==> src/sv/rcrf_pkg.sv <==
// shared types and constants for the remote control register file
`timescale 1ns / 1ps

package rcrf_pkg;

   localparam int DATA_W  = 32;
   localparam int ADDR_W  = 12;
   localparam int SIZE_W  = 4;
   localparam int WIDX_W  = ADDR_W - 2;
   localparam int CH_W    = 4;
   localparam int BIT_W   = 5;

   // interrupt register addresses
   localparam logic [ADDR_W-1:0] ADDR_RAW    = 12'h0A0;
   localparam logic [ADDR_W-1:0] ADDR_STATUS = 12'h0A4;
   localparam logic [ADDR_W-1:0] ADDR_ENABLE = 12'h0A8;
   localparam logic [ADDR_W-1:0] ADDR_CLEAR  = 12'h0AC;

   // channel layout
   localparam int CONF0_BASE      = 'h20;
   localparam int CH_STRIDE       = 'h8;
   localparam int CONF1_OFFSET    = 'h4;
   localparam int CONF0_RESET_BIT = 24;
   localparam int TX_DONE_SPACING = 3;

   localparam logic [SIZE_W-1:0] WORD_BYTES = 4'd4;

   typedef enum logic [3:0] {
      OP_NONE,
      OP_RD_RAW,
      OP_RD_STATUS,
      OP_RD_ENABLE,
      OP_RD_STORE,
      OP_WR_ENABLE,
      OP_WR_CLEAR,
      OP_WR_STORE,
      OP_WR_TXDONE
   } op_type;

   typedef struct packed {
      op_type              op;
      logic [WIDX_W-1:0]   widx;
      logic [DATA_W-1:0]   data;
      logic [BIT_W-1:0]    raw_bit;
   } entry_type;

endpackage

==> src/sv/rcrf_queue.sv <==
// two-entry queue between the front end and the back end
`timescale 1ns / 1ps

module rcrf_queue (
   input  logic                 clock,
   input  logic                 reset,
   input  logic                 push,
   input  rcrf_pkg::entry_type  push_entry,
   input  logic                 pop,
   output logic                 full,
   output logic                 empty,
   output rcrf_pkg::entry_type  head
);
   import rcrf_pkg::*;

   localparam int DEPTH = 2;
   localparam int PTR_W = $clog2(DEPTH);

   entry_type            slot_ff [DEPTH];
   logic [PTR_W-1:0]     wr_ptr_ff;
   logic [PTR_W-1:0]     rd_ptr_ff;
   logic [PTR_W:0]       count_ff;
   logic [PTR_W:0]       count_in;

   assign full  = count_ff == (PTR_W+1)'(DEPTH);
   assign empty = count_ff == '0;
   assign head  = slot_ff[rd_ptr_ff];

   // occupancy
   always_comb begin
      count_in = count_ff;
      if (push && !pop) begin
         count_in = count_ff + 1'b1;
      end else if (pop && !push) begin
         count_in = count_ff - 1'b1;
      end
   end

   // pointers and count
   always_ff @(posedge clock) begin
      if (reset) begin
         wr_ptr_ff <= '0;
         rd_ptr_ff <= '0;
         count_ff  <= '0;
      end else begin
         count_ff <= count_in;
         if (push) begin
            wr_ptr_ff <= wr_ptr_ff + 1'b1;
         end
         if (pop) begin
            rd_ptr_ff <= rd_ptr_ff + 1'b1;
         end
      end
   end

   // entry storage
   always_ff @(posedge clock) begin
      if (push) begin
         slot_ff[wr_ptr_ff] <= push_entry;
      end
   end

endmodule

==> config.mk <==
export PLATFORM = sky130hd
export DESIGN_NAME = rcrf_queue
export DESIGN_NICKNAME = d
export VERILOG_FILES = /design/src/sv/rcrf_pkg.sv /design/src/sv/rcrf_queue.sv
export SDC_FILE = /design/constraint.sdc
export NUM_CORES = 1
export LEC_CHECK = 0
export ABC_AREA = 1
export BUFFER_PORTS_ARGS = -buffer_cell sky130_fd_sc_hd__buf_2
export CAP_MARGIN = 10
export CORE_MARGIN = 3
export CORE_UTILIZATION = 30
export CTS_CLUSTER_SIZE = 16
export DETAILED_ROUTE_END_ITERATION = 10
export PLACE_DENSITY = 0.52
export SLEW_MARGIN = 20
export SYNTH_ARGS = -nofsm -noshare
export SYNTH_HDL_FRONTEND = slang
export SYNTH_SLANG_ARGS = --single-unit
==> constraint.sdc <==
create_clock -name clock -period 4.7 [get_ports clock]
set_input_delay 0 -clock clock [delete_from_list [all_inputs] [get_ports clock]]
set_output_delay 0 -clock clock [all_outputs]
set_load 0.01 [all_outputs]
==> impl_metrics.toml <==
[timing]
finalHoldViolations = 0
worst_pin_slew_ps = 996
fin_ws_ps = 2790
period_share_pct = 40.7
slew_violations = 0
period_minus_slack_ps = 1910
relSlewSlack_pct = 33.6
timing.hold.ws_ps = 375
setup_violations = 0
rsz0062_at_grt = "false"
skew_ps = 4.44
max_freq_mhz = 523
tns_ps = 0

[finish]
final_common_cell = "buf_2"
area_growth_pct = 35.9
fin_area_mm2 = 0.00566
fin_cells = 542
utilization_pct = 42.2
antenna_cells = 0
final_cell_mix = "buf_2 (107), edfxtp_1 (102), dlygate4sd3_1 (55)"
n_fill_cell = 1225
drive_above_1_share_pct = 48.6
nets = 417

[route]
ant_nets = 0
drc = 0
vias = 2205
wirelength_mm = 7.42
post_drt_wl_per_cell_um = 13.7
drt-initial-drc-count = 122
drt_first_pass_iters = 3
viasPerCell = 4.07

[clock_network]
path_clk_slew_ps = 70
cts_resized = 0
h-tree-depth = 3
clock_latency_ps = 340
ctsRootBufferMaster = "clkbuf_16"
cts_tree = "done"
clock_path_buffers = 2
cts-buffers-inserted = 9
clkSinkCount = 107

[worst_setup_path]
start_kind = "flop"
required_ps = 4700
path_cells = "mux2_2 -> buf_2"
crit_path_max_incr_delay_ps = 1020
arrival_ps = 1910
path_max_fanout = 51
slowest_stage = "dfxtp_4"
worst-path-buf-inv = 1
cp_top_family = "flip-flops"
crit_type = "flop to output pin"
cp-end-kind = "output pin"

[power_and_ir_drop]
finalPower_mw = 2.09
power_leakage_nw = 2.26
powerDensity_mw_per_mm2 = 369
vdd_drop_max_v = 0.000190

[placement]
numPortBuffers = 107
dp_cells = 471
dp_hpwl_mm = 4.49
globalplace.congestion = 0.659
dp_slack_ps = 2850
dpl-instance-area_mm2 = 0.00483

[synth]
ys_seq_area_share_pct = 76.0
netlist_area_mm2 = 0.00416
synth-seq-cells = 107
synthCells = 192
ys_types = 16
synth_fp_nets = 248
avgSynthCellArea_um2 = 21.7
ys.warnings.count = 0
yosysTopAreaCellShare_pct = 73.6
netlist_top_cells_area = "edfxtp_1 (74%), mux2_4 (18%), buf_12 (2.4%)"
yosysTopAreaCell = "edfxtp_1"

[die]
die_width_um = 124
fp-row-count = 42
start_util_pct = 31.1
core_area_mm2 = 0.0134
die_area_mm2 = 0.0153
ios = 108
die_h_um = 124

[grt]
grt_pass1_wl_mm = 11.3
grt_usage_pct = 9.96
antenna_found_initial = 0
grt.overflow.total = 0
grt_pass1_vias = 2245
grt_start_max_net_pins = 52

[run_status]
outcome = "complete, no violations"

[flow_run]
maxCapViolCount = 0

[min_path]
hold_path_class = "primary input to flop"
[power by group]
| group | switching [mW] | total [mW] | internal [mW] |
|---|---|---|---|
| Combinational | 0.103 | 0.261 | 0.158 |
| Clock | 0.326 | 0.685 | 0.359 |
| Sequential | 0.0374 | 1.14 | 1.10 |
| Total | 0.466 | 2.09 | 1.62 |
[sequential cells by signal, summed over array words and instances, names as in the netlist, named ones only]
signal     flops
wr_ptr_ff      1
slot_ff      102
count_ff       2
rd_ptr_ff      1
[kinds of logic after synthesis]
logic type	count (synthesis)	synth area share [%]
simple gates	15	1.47
buf+inv	15	3.49
fa+ha+maj	1	0.301
xor+xnor	1	0.210
compound gates	2	0.240
mux	51	18.3
flops	107	76.0
[metal layers]
layer / wire, um / up-vias / global-route usage (%)
li1: - / 1070 / -
met1: 3320 / 1060 / 12.5
met2: 3550 / 65 / 15.8
met3: 386 / 10 / 2.36
met4: 157 / 0 / 5.61
met5: 0 / - / 0
[what timing repair did]
item                      in CTS  in global routing
hold endpoints to repair     107                  0
hold buffers                  55                  0
setup buffers                  0                  0
[cells in the mapped netlist (all sizes together)]
library cell	n
edfxtp	102
mux2	51
inv	9
nor2	7
buf	6
dfxtp	5
nand2	5
a21oi	1
ha	1
nand3	1
nand4	1
nor3	1
o21ai	1
xnor2	1
[cell type report]
| cell class | instances | area, um2 | share of cell area [%] |
|---|---|---|---|
| sequential | 107 | 3170 | 56.0 |
| timing repair buffer | 164 | 1100 | 19.5 |
| multi-input combinational | 70 | 862 | 15.2 |
| clock buffer | 10 | 229 | 4.05 |
| tap | 176 | 220 | 3.89 |
| clock inverter | 6 | 42.5 | 0.752 |
| inverter | 9 | 33.8 | 0.597 |
[worst paths after layout]
kind | start | end | slack [ps] | depth (start not counted)
max | flop | head[30] | 2790 | 2
min | push_entry[1] | slot_ff[0][1] | 370 | 2
max reg2reg | wr_ptr_ff | slot_ff[0][22] | 2930 | 2
min reg2reg | rd_ptr_ff | rd_ptr_ff | 520 | 2
Power figures use the tool's default switching activity.
