`config.mk`:
```
export PLATFORM = sky130hd
export DESIGN_NAME = rcrf_front
export DESIGN_NICKNAME = d
export VERILOG_FILES = /design/src/sv/rcrf_pkg.sv /design/src/sv/rcrf_front.sv
export SDC_FILE = /design/constraint.sdc
export NUM_CORES = 1
export LEC_CHECK = 0
export ABC_CLOCK_PERIOD_IN_PS = 1700
export BUFFER_PORTS_ARGS = -buffer_cell sky130_fd_sc_hd__buf_2
export CORE_ASPECT_RATIO = 1.2
export CORE_MARGIN = 2
export CORE_UTILIZATION = 29
export DETAILED_ROUTE_END_ITERATION = 10
export PLACE_DENSITY_LB_ADDON = 0.25
export SYNTH_ARGS = -nofsm -noshare
export SYNTH_HDL_FRONTEND = slang
export SYNTH_SLANG_ARGS = --single-unit
export TNS_END_PERCENT = 20
```
`constraint.sdc`:
```
create_clock -name vclk -period 1.7
set_input_delay 0.17 -clock vclk [all_inputs]
set_output_delay 0.17 -clock vclk [all_outputs]
set_load 0.03 [all_outputs]
```
`src/sv/rcrf_pkg.sv`:
```
// shared types and constants for the remote control register file
`timescale 1ns / 1ps

package rcrf_pkg;

   localparam int DATA_W  = 32;
   localparam int ADDR_W  = 12;
   localparam int SIZE_W  = 4;
   localparam int WIDX_W  = ADDR_W - 2;
   localparam int CH_W    = 4;
   localparam int BIT_W   = 5;

   // interrupt register addresses
   localparam logic [ADDR_W-1:0] ADDR_RAW    = 12'h0A0;
   localparam logic [ADDR_W-1:0] ADDR_STATUS = 12'h0A4;
   localparam logic [ADDR_W-1:0] ADDR_ENABLE = 12'h0A8;
   localparam logic [ADDR_W-1:0] ADDR_CLEAR  = 12'h0AC;

   // channel layout
   localparam int CONF0_BASE      = 'h20;
   localparam int CH_STRIDE       = 'h8;
   localparam int CONF1_OFFSET    = 'h4;
   localparam int CONF0_RESET_BIT = 24;
   localparam int TX_DONE_SPACING = 3;

   localparam logic [SIZE_W-1:0] WORD_BYTES = 4'd4;

   typedef enum logic [3:0] {
      OP_NONE,
      OP_RD_RAW,
      OP_RD_STATUS,
      OP_RD_ENABLE,
      OP_RD_STORE,
      OP_WR_ENABLE,
      OP_WR_CLEAR,
      OP_WR_STORE,
      OP_WR_TXDONE
   } op_type;

   typedef struct packed {
      op_type              op;
      logic [WIDX_W-1:0]   widx;
      logic [DATA_W-1:0]   data;
      logic [BIT_W-1:0]    raw_bit;
   } entry_type;

endpackage

```
`src/sv/rcrf_front.sv`:
```
// front end: checks and classifies each bus word into a queue entry
`timescale 1ns / 1ps

module rcrf_front #(
   parameter int WINDOW_BYTES  = 4096,
   parameter int CHANNEL_COUNT = 8
) (
   input  logic                          req_valid,
   output logic                          req_ready,
   input  logic                          req_mode,
   input  logic [rcrf_pkg::ADDR_W-1:0]   req_address,
   input  logic [rcrf_pkg::DATA_W-1:0]   req_write_data,
   input  logic [rcrf_pkg::SIZE_W-1:0]   req_access_size,
   input  logic                          clearing,
   input  logic                          q_full,
   output logic                          push,
   output rcrf_pkg::entry_type           push_entry
);
   import rcrf_pkg::*;

   localparam int CONF1_FIRST = CONF0_BASE + CONF1_OFFSET;
   localparam int CONF1_LIMIT = CONF0_BASE + CH_STRIDE * CHANNEL_COUNT;

   logic              in_window;
   logic              word_ok;
   logic              is_conf1;
   logic [ADDR_W-1:0] ch_offset;
   logic [CH_W-1:0]   channel;

   // handshake: hold off during the store clearing pass or when the queue is full
   assign req_ready = !clearing && !q_full;
   assign push      = req_valid && req_ready;

   // access checks
   assign in_window = 32'(req_address) < WINDOW_BYTES;
   assign word_ok   = (req_access_size == WORD_BYTES) && (req_address[1:0] == 2'b00)
                      && in_window;

   // conf1 word of some channel
   assign is_conf1  = (32'(req_address) >= CONF1_FIRST) && (32'(req_address) < CONF1_LIMIT)
                      && (req_address[2:0] == 3'b100);
   assign ch_offset = req_address - ADDR_W'(CONF1_FIRST);
   assign channel   = CH_W'(ch_offset >> 3);

   // classify the word
   always_comb begin
      push_entry.widx    = req_address[ADDR_W-1:2];
      push_entry.data    = req_write_data;
      push_entry.raw_bit = BIT_W'(channel * TX_DONE_SPACING);
      push_entry.op      = OP_NONE;
      if (word_ok) begin
         if (!req_mode) begin
            if (req_address == ADDR_RAW) begin
               push_entry.op = OP_RD_RAW;
            end else if (req_address == ADDR_STATUS) begin
               push_entry.op = OP_RD_STATUS;
            end else if (req_address == ADDR_ENABLE) begin
               push_entry.op = OP_RD_ENABLE;
            end else if (req_address == ADDR_CLEAR) begin
               push_entry.op = OP_NONE;
            end else begin
               push_entry.op = OP_RD_STORE;
            end
         end else begin
            if (req_address == ADDR_ENABLE) begin
               push_entry.op = OP_WR_ENABLE;
            end else if (req_address == ADDR_CLEAR) begin
               push_entry.op = OP_WR_CLEAR;
            end else if (is_conf1 && req_write_data[0]) begin
               push_entry.op   = OP_WR_TXDONE;
               push_entry.data = req_write_data & ~DATA_W'(1);
            end else begin
               push_entry.op = OP_WR_STORE;
            end
         end
      end
   end

endmodule

```
==> Flow_metrics.wiki, run 1 <==
{| class="wikitable"
! Metric !! Value
|-
| Outcome || finished with violations
|-
| Violated checks || setup timing
|-
| Die width || 49.8 um
|-
| Area occupied by registers || 0 um^2
|-
| Vias per cell || 4.76
|-
| Final min period || 1.87 ns
|-
| 1st-pass router iterations || 4
|-
| Number of setup violations in the final report || 8
|-
| Post-layout total power || 426 uW
|-
| Via count of the first global-routing pass || 700
|-
| Post-Syn Area || 731 um^2
|-
| Area of the multi-input gates || 576 um^2
|-
| DP Cell Count || 147
|-
| Post-place setup slack || -0.314 ns
|-
| Req. time, crit path || 1.53 ns
|-
| Synthesized Nets || 158
|-
| Number of slew-limit violations in the final report || 0
|-
| Count of different cell masters after synthesis || 27
|-
| Clock buffer cells || 0
|-
| Number of diodes || 0
|-
| Arr. time, crit path || 1.70 ns
|-
| Xor/xnor cell area share of the yosys netlist || 7.19%
|-
| Yosys warning count || 0
|-
| Area of the die || 2940 um^2
|-
| Crit start category || primary input
|-
| Number of sequential cells in the layout || 0
|-
| Routability Congestion || 0.735
|-
| Kind of critical path || primary input to primary output
|-
| Fraction of layout instances using a drive strength above 1 || 74.4%
|-
| Core footprint || 2330 um^2
|-
| Tightest Pin Transition || 0.410 ns
|-
| Fraction of the mapped netlist area in adder cells || 14.7%
|-
| Final-layout fill cell count || 245
|-
| Commonest cells after routing, fill and taps aside || 33 x buf_2, 23 x buf_4, 8 x buf_6
|-
| Relative slew slack || 72.4%
|-
| Part of the Yosys area used for sequential elements || 0%
|-
| Worst min-delay path category || primary input to primary output
|-
| Share of the synthesized area in compound gates (AO/OA/AOI/OAI) || 11.1%
|-
| Layout Area Growth over Synthesis || 47.3%
|-
| Largest net degree at the start of global routing || 7
|-
| Die Span Y || 59.0 um
|-
| Routed WL || 1850 um
|-
| Cells after synthesis || 98
|-
| DRT iter0 DRCs || 3
|-
| Ports placed on the boundary || 105
|-
| Antenna violations before repair || 0
|-
| Port bufs || 43
|-
| Global route overflow || 0
|-
| Maximum fanout count along the critical path || 3
|-
| Avg Cell Area, Syn || 7.46 um^2
|-
| Leading cell type in the layout, fill and taps excluded || buf_2
|-
| Dominant combinational cell family by area after synthesis || buffers and inverters
|-
| Total number of vias || 724
|-
| Endpoint type of the worst setup path || primary output
|-
| Share of synthesized area spent on multiplexers || 0%
|-
| Max-capacitance violation count || 0
|-
| RSZ-0062 raised after global routing || yes
|-
| DRC Markers || 0
|-
| PD cells || 396 nW/um^2
|-
| Final antenna-violating net count || 0
|-
| Std cell rows || 19
|-
| Total routing usage reported by global routing || 12.1%
|-
| Final setup slack of the worst path || -0.173 ns
|-
| Total Negative Setup Slacks || -0.943 ns
|-
| Net total in the final layout || 183
|-
| Final instance count without filler cells || 152
|-
| Initial Utilization || 31.4%
|-
| Detailed-placement wirelength estimate || 1460 um
|-
| Hold buffer count at CTS || 0
|-
| Peak Freq || 534 MHz
|-
| Final worst hold slack || 0.340 ns
|-
| Leakage dissipation || 0.000507 uW
|-
| Worst ir drop on vdd || 0.000220 V
|-
| Wire length of the first global-routing pass || 2930 um
|-
| Total count of hold-check failures in the final report || 0
|-
| Average routed wire per standard cell || 12.2 um
|-
| Final cycle utilization of the critical path || 110%
|-
| Simple logic cell fraction of the synthesized area || 20.2%
|}
[cell type report]
class              count  area share (%)
inverters              9            3.14
repair buffers        64            39.8
well taps             31            3.60
multi-input cells     48            53.5
[what timing repair did]
action	CTS	global route
endpoints found under the setup margin	8	8
pin swaps	10	11
buffers inserted	1	4
resized for setup	26	13
[kinds of logic after synthesis]
family / after synthesis
simple gates: 22
buf+inv: 50
compound gates: 12
fa+ha+maj: 8
xor+xnor: 6
[path summary, 6_finish.rpt]
path              start             to  slack (ns)  cells after the start
max      req_address[8]  push_entry[5]       -0.17                      6
min   req_write_data[3]  push_entry[8]        0.34                      0
[critical path, stage by stage]
cell and delay [ns]:
buf_6 0.10, nor4_4 0.41, o311ai_4 0.19, or4_1 0.51
o21a_1 0.19, buf_6 0.13
[metrics by stage]
step                      util, %  instance area [um^2]
final                        46.2                  1080
after global routing         46.2                  1080
after CTS                    41.4                   963
after detailed placement     36.9                   860
after global placement       36.9                   860
after floorplan                 -                   793
[synthesized netlist by cell type, drive strengths merged]
| cell type | count | area share (%) |
|---|---|---|
| buf | 41 | 42 |
| inv | 9 | 4.6 |
| ha | 7 | 12 |
| nor2 | 5 | 2.6 |
| a21oi | 4 | 2.7 |
| xnor2 | 4 | 4.8 |
| nor4 | 3 | 4.6 |
| or4 | 3 | 3.1 |
| nand2 | 2 | 1.0 |
| nand3 | 2 | 1.4 |
| o21a | 2 | 2.1 |
| xor2 | 2 | 2.4 |
| a21o | 1 | 1.0 |
| and2 | 1 | 0.86 |
| and4b | 1 | 1.4 |
| and4bb | 1 | 1.7 |
| fa | 1 | 2.7 |
| nand2b | 1 | 0.86 |
| nand4 | 1 | 0.86 |
| nand4b | 1 | 1.2 |
| nor3 | 1 | 0.68 |
| o211ai | 1 | 1.0 |
| o22ai | 1 | 0.86 |
| o311ai | 1 | 1.2 |
| o31ai | 1 | 1.0 |
| o32ai | 1 | 1.2 |
[layer usage]
layer  global-route usage [%]  vias up  share of wire, %
li1                         -      336                 -
met1                     13.7      340                35
met2                     23.0       36                52
met3                     1.26       12               9.4
met4                     4.76        0               3.5
met5                        0        -                 0
[power breakdown]
group	switching (uW)	internal (uW)	total [uW]
logic	229	197	426
registers	0	0	0
clock network	0	0	0
total	229	197	426
Power figures use the tool's default switching activity.
==> run 2: changes to the inputs <==
--- a/config.mk
+++ b/config.mk
@@ -5,13 +5,14 @@
 export SDC_FILE = /design/constraint.sdc
 export NUM_CORES = 1
 export LEC_CHECK = 0
-export ABC_CLOCK_PERIOD_IN_PS = 1700
+export ABC_CLOCK_PERIOD_IN_PS = 1900
 export BUFFER_PORTS_ARGS = -buffer_cell sky130_fd_sc_hd__buf_2
 export CORE_ASPECT_RATIO = 1.2
 export CORE_MARGIN = 2
-export CORE_UTILIZATION = 29
+export CORE_UTILIZATION = 32
 export DETAILED_ROUTE_END_ITERATION = 10
 export PLACE_DENSITY_LB_ADDON = 0.25
+export SKIP_LAST_GASP = 1
 export SYNTH_ARGS = -nofsm -noshare
 export SYNTH_HDL_FRONTEND = slang
 export SYNTH_SLANG_ARGS = --single-unit
==> constraint.sdc (replaced) <==
create_clock -name vclk -period 1.9
set_input_delay 0.19 -clock vclk [all_inputs]
set_output_delay 0.19 -clock vclk [all_outputs]
set_load 0.03 [all_outputs]
==> Flow_metrics.wiki, run 2 (same netlist as run 1, synthesis figures left out) <==
{| class="wikitable"
! Metric !! Value
|-
| Req. time, crit path || 1.71 ns
|-
| Crit-path max cell delay || 0.48 ns
|-
| Routability Congestion || 0.713
|-
| Number of slew-limit violations in the final report || 0
|-
| Antenna violations before repair || 0
|-
| Final instance count without filler cells || 143
|-
| Peak Freq || 534 MHz
|-
| Relative slew slack || 79.9%
|-
| Via count of the first global-routing pass || 674
|-
| Die Span Y || 56.3 um
|-
| Leading cell type in the layout, fill and taps excluded || buf_2
|-
| Port bufs || 43
|-
| Total routing usage reported by global routing || 12.1%
|-
| Area occupied by registers || 0 um^2
|-
| Crit-path cells || buf_2 -> buf_4 -> and4bb_2 -> nand3_1 -> or4_1 -> o22ai_1 -> buf_4
|-
| Max-capacitance violation count || 0
|-
| Logic gate share of total power || 100.0%
|-
| Outcome || finished clean
|-
| Std cell rows || 18
|-
| Number of diodes || 0
|-
| Vias per cell || 4.84
|-
| Largest net degree at the start of global routing || 7
|-
| Kind of critical path || primary input to primary output
|-
| Final cycle utilization of the critical path || 98.5%
|-
| DRC Markers || 0
|-
| DRT iter0 DRCs || 9
|-
| Number of sequential cells in the layout || 0
|-
| Top cell family by delay on the critical path || simple AND/OR/NAND/NOR gates
|-
| Clock buffer cells || 0
|-
| Crit start category || primary input
|-
| Final-layout fill cell count || 232
|-
| Layout Area Growth over Synthesis || 22.9%
|-
| Total number of vias || 692
|-
| Number of setup violations in the final report || 0
|-
| Average routed wire per standard cell || 11.1 um
|-
| Final antenna-violating net count || 0
|-
| Internal power consumption || 139 uW
|-
| Sequential power share || 0%
|-
| Fraction of power consumed by the clock network || 0%
|-
| Routed WL || 1590 um
|-
| Maximum fanout count along the critical path || 4
|-
| Arr. time, crit path || 1.68 ns
|-
| Count of buffers added by post-CTS timing repair for setup || 0
|-
| Initial Utilization || 34.5%
|-
| Core footprint || 2120 um^2
|-
| Total count of hold-check failures in the final report || 0
|-
| Final min period || 1.87 ns
|-
| Switching power total || 186 uW
|-
| Tightest Pin Transition || 0.300 ns
|-
| Die width || 47.6 um
|-
| PD cells || 362 nW/um^2
|-
| Fraction of layout instances using a drive strength above 1 || 63.7%
|-
| Hold buffer count at CTS || 0
|-
| Detailed-placement wirelength estimate || 1400 um
|-
| RSZ-0062 raised after global routing || yes
|-
| Area of the die || 2680 um^2
|-
| Net total in the final layout || 175
|-
| DP Cell Count || 143
|-
| Commonest cells after routing, fill and taps aside || 37 x buf_2, 15 x buf_4, 7 x inv_1
|-
| Fraction of power spent switching nets || 57.2%
|-
| Buf+Inv Stages, Crit Path || 3
|-
| Worst min-delay path category || primary input to primary output
|-
| Leakage dissipation || 0.000438 uW
|-
| Critical-path top delay cell || or4_1
|-
| Wire length of the first global-routing pass || 2620 um
|-
| Global route overflow || 0
|-
| Cell type with the highest occurrence count on the critical path || buf_4
|-
| Ports placed on the boundary || 105
|-
| Endpoint type of the worst setup path || primary output
|-
| Post-layout utilization of the core || 42.4%
|-
| Worst ir drop on vdd || 0.000225 V
|-
| 1st-pass router iterations || 4
|}
## run 2: changes by cell type in the layout (fill, tap and decap cells not counted), moves of 2 or more
| cell | previous run | this run |
|---|---|---|
| nor2_1 | 3 | 5 |
| or4_1 | 1 | 3 |
| buf_6 | 8 | 4 |
| nor4_1 | 0 | 2 |
| buf_2 | 33 | 37 |
| buf_4 | 23 | 15 |
| or4_4 | 2 | 0 |
| xnor2_1 | 1 | 3 |
| nor2_2 | 2 | 0 |
## run 2: final timing paths
check         startpoint             end  slack [ns]  depth (start not counted)
max       req_address[4]  push_entry[48]        0.03                          7
min    req_write_data[5]  push_entry[10]        0.38                          0
## run 2: final cells by class
cell class / instances / area (um^2) / area share (%)
timing repair buffer: 56 / 343 / 38.2
inverter: 9 / 33.8 / 3.76
multi-input combinational: 48 / 484 / 53.9
tap: 30 / 37.5 / 4.18
## run 2: power by group through the flow
stage          Clock (uW)  Combinational [uW]  Sequential (uW)
2_1_floorplan           0                 311                0
3_3_place_gp            0                 278                0
3_5_place_dp            0                 283                0
4_1_cts                 0                 308                0
5_1_grt                 0                 355                0
6_report                0                 325                0
## run 2: timing repair
action | 4_1_cts | 5_1_grt
endpoints found under the setup margin | 3 | 8
gates resized for setup | 11 | 17
endpoints found under the hold margin | 0 | 0
pin swaps | 2 | 6
cloned | 0 | 0
## run 2: metal layers
layer | share of wire, % | global-route usage [%] | up-vias
met5 | 0 | 0 | -
met4 | 2.5 | 4.63 | 0
met3 | 13 | 1.61 | 16
met2 | 50 | 21.8 | 54
met1 | 35 | 13.4 | 299
li1 | - | - | 323
## run 2: per-stage QoR
stage	total power (uW)	instance area [um^2]	setup WS (ns)	setup TNS [ns]	hold slack, ns
after CTS	308	826	-0.000440	-0.000440	0.380
after global placement	278	781	-0.0832	-0.169	0.380
after detailed placement	283	781	-0.186	-0.346	0.380
after global routing	355	898	-0.0368	-0.121	0.380
after floorplan	311	738	-0.0261	-0.0483	0.492
final	325	898	0.0287	0	0.380
==> run 3: changes to the inputs <==
--- a/config.mk
+++ b/config.mk
@@ -7,9 +7,11 @@
 export LEC_CHECK = 0
 export ABC_CLOCK_PERIOD_IN_PS = 1900
 export BUFFER_PORTS_ARGS = -buffer_cell sky130_fd_sc_hd__buf_2
+export CELL_PAD_IN_SITES_DETAIL_PLACEMENT = 0
+export CELL_PAD_IN_SITES_GLOBAL_PLACEMENT = 1
 export CORE_ASPECT_RATIO = 1.2
 export CORE_MARGIN = 2
-export CORE_UTILIZATION = 32
+export CORE_UTILIZATION = 19
 export DETAILED_ROUTE_END_ITERATION = 10
 export PLACE_DENSITY_LB_ADDON = 0.25
 export SKIP_LAST_GASP = 1
==> Flow_metrics.wiki, run 3 (same netlist as run 1, synthesis figures left out) <==
{| class="wikitable"
! Metric !! Value
|-
| Outcome || finished clean
|-
| Crit start category || primary input
|-
| Total Negative Setup Slacks || 0 ns
|-
| Fraction of power spent switching nets || 56.1%
|-
| Fraction of power consumed by the clock network || 0%
|-
| Fraction of layout instances using a drive strength above 1 || 69.6%
|-
| Endpoint type of the worst setup path || primary output
|-
| Hold buffer count at CTS || 0
|-
| Worst ir drop on vdd || 0.000134 V
|-
| PD cells || 344 nW/um^2
|-
| Buf+Inv Stages, Crit Path || 3
|-
| Ports placed on the boundary || 105
|-
| Req. time, crit path || 1.71 ns
|-
| Std cell rows || 24
|-
| Post-layout utilization of the core || 27.7%
|-
| Crit-path cells || buf_2 -> nor4_4 -> buf_4 -> o311ai_4 -> or4_4 -> o21a_1 -> buf_6
|-
| Initial Utilization || 19.9%
|-
| Routed WL || 1820 um
|-
| Final instance count without filler cells || 167
|-
| Final cycle utilization of the critical path || 98.2%
|-
| WP depth || 7
|-
| Final-layout fill cell count || 416
|-
| Commonest cells after routing, fill and taps aside || 34 x buf_2, 18 x buf_4, 7 x inv_1
|-
| Total count of hold-check failures in the final report || 0
|-
| Leading cell type in the layout, fill and taps excluded || buf_2
|-
| Total routing usage reported by global routing || 7.30%
|-
| Area post-placement || 793 um^2
|-
| Number of sequential cells in the layout || 0
|-
| Routability Congestion || 0.638
|-
| Arr. time, crit path || 1.68 ns
|-
| RSZ-0062 raised after global routing || yes
|-
| Final antenna-violating net count || 0
|-
| Post-place setup slack || -0.168 ns
|-
| Number of slew-limit violations in the final report || 0
|-
| Die Span Y || 71.9 um
|-
| Crit-path max cell delay || 0.52 ns
|-
| Tightest Pin Transition || 0.391 ns
|-
| Port bufs || 43
|-
| Detailed-placement wirelength estimate || 1460 um
|-
| CP startpoint || req_address[8]
|-
| Wire length of the first global-routing pass || 2600 um
|-
| Critical-path top delay cell || or4_4
|-
| 1st-pass router iterations || 2
|-
| Logic gate share of total power || 100.0%
|-
| Final min period || 1.87 ns
|-
| Vias per cell || 3.99
|-
| DRC Markers || 0
|-
| Die width || 60.6 um
|-
| Layout Area Growth over Synthesis || 38.9%
|-
| Relative slew slack || 73.7%
|-
| Antenna violations before repair || 0
|-
| Capturing element of the worst setup path || push_entry[5]
|-
| Top cell family by delay on the critical path || simple AND/OR/NAND/NOR gates
|-
| DP Cell Count || 163
|-
| Max-capacitance violation count || 0
|-
| Core footprint || 3660 um^2
|-
| Internal power consumption || 153 uW
|-
| Sequential power share || 0%
|-
| Average routed wire per standard cell || 10.9 um
|-
| Worst min-delay path category || primary input to primary output
|-
| Area occupied by registers || 0 um^2
|-
| Switching power total || 196 uW
|-
| Via count of the first global-routing pass || 614
|-
| Final setup slack of the worst path || 0.0345 ns
|-
| Clock buffer cells || 0
|-
| Net total in the final layout || 177
|-
| Largest net degree at the start of global routing || 7
|-
| Number of diodes || 0
|-
| Total number of vias || 667
|-
| Maximum fanout count along the critical path || 3
|-
| Fin area || 1010 um^2
|-
| Leakage dissipation || 0.000469 uW
|-
| DRT iter0 DRCs || 12
|-
| Number of setup violations in the final report || 0
|-
| Peak Freq || 536 MHz
|-
| Area of the die || 4360 um^2
|-
| Kind of critical path || primary input to primary output
|-
| Global route overflow || 0
|}
-- run 3: changes by cell type in the layout (fill, tap and decap cells not counted), sizes merged --
cell,previous run,this run
buf,56,58
-- run 3: timing repair --
| action | in CTS | in global routing |
|---|---|---|
| setup buffers | 0 | 4 |
| resized for setup | 7 | 37 |
| setup endpoints to repair | 5 | 8 |
| pin swaps | 2 | 12 |
-- run 3: power groups by stage --
stage	registers (uW)	clock network (uW)	logic [uW]
CTS	0	0	297
floorplan	0	0	311
finish	0	0	349
global placement	0	0	279
global route	0	0	374
detailed placement	0	0	281
-- run 3: layer usage --
metal	global-route usage (%)	vias up	share of wire, %
li1	-	326	-
met5	0	-	0
met2	14.0	42	53
met3	1.25	4	9.0
met1	8.37	295	38
met4	0.966	0	0.44
-- run 3: through the flow --
step           hold slack, ns  total power, uW
6_report                0.380              349
5_1_grt                 0.380              374
4_1_cts                 0.380              297
3_5_place_dp            0.380              281
3_3_place_gp            0.380              279
2_1_floorplan           0.492              311
-- run 3: how the worst min path moves through the flow --
stage / from / endpoint / slack, ns / cells after the start
floorplan: clearing / req_ready / 0.49 / 1
global placement: req_write_data[11] / push_entry[16] / 0.38 / 0
detailed placement: req_write_data[11] / push_entry[16] / 0.38 / 0
CTS: req_write_data[11] / push_entry[16] / 0.38 / 0
global route: req_write_data[19] / push_entry[24] / 0.38 / 0
finish: req_write_data[12] / push_entry[17] / 0.38 / 0
-- run 3: final cells by class --
type	count	area [um^2]	area share, %
multi-input combinational	48	532	52.4
timing repair buffer	58	382	37.6
inverter	9	36.3	3.58
tap	52	65.1	6.41
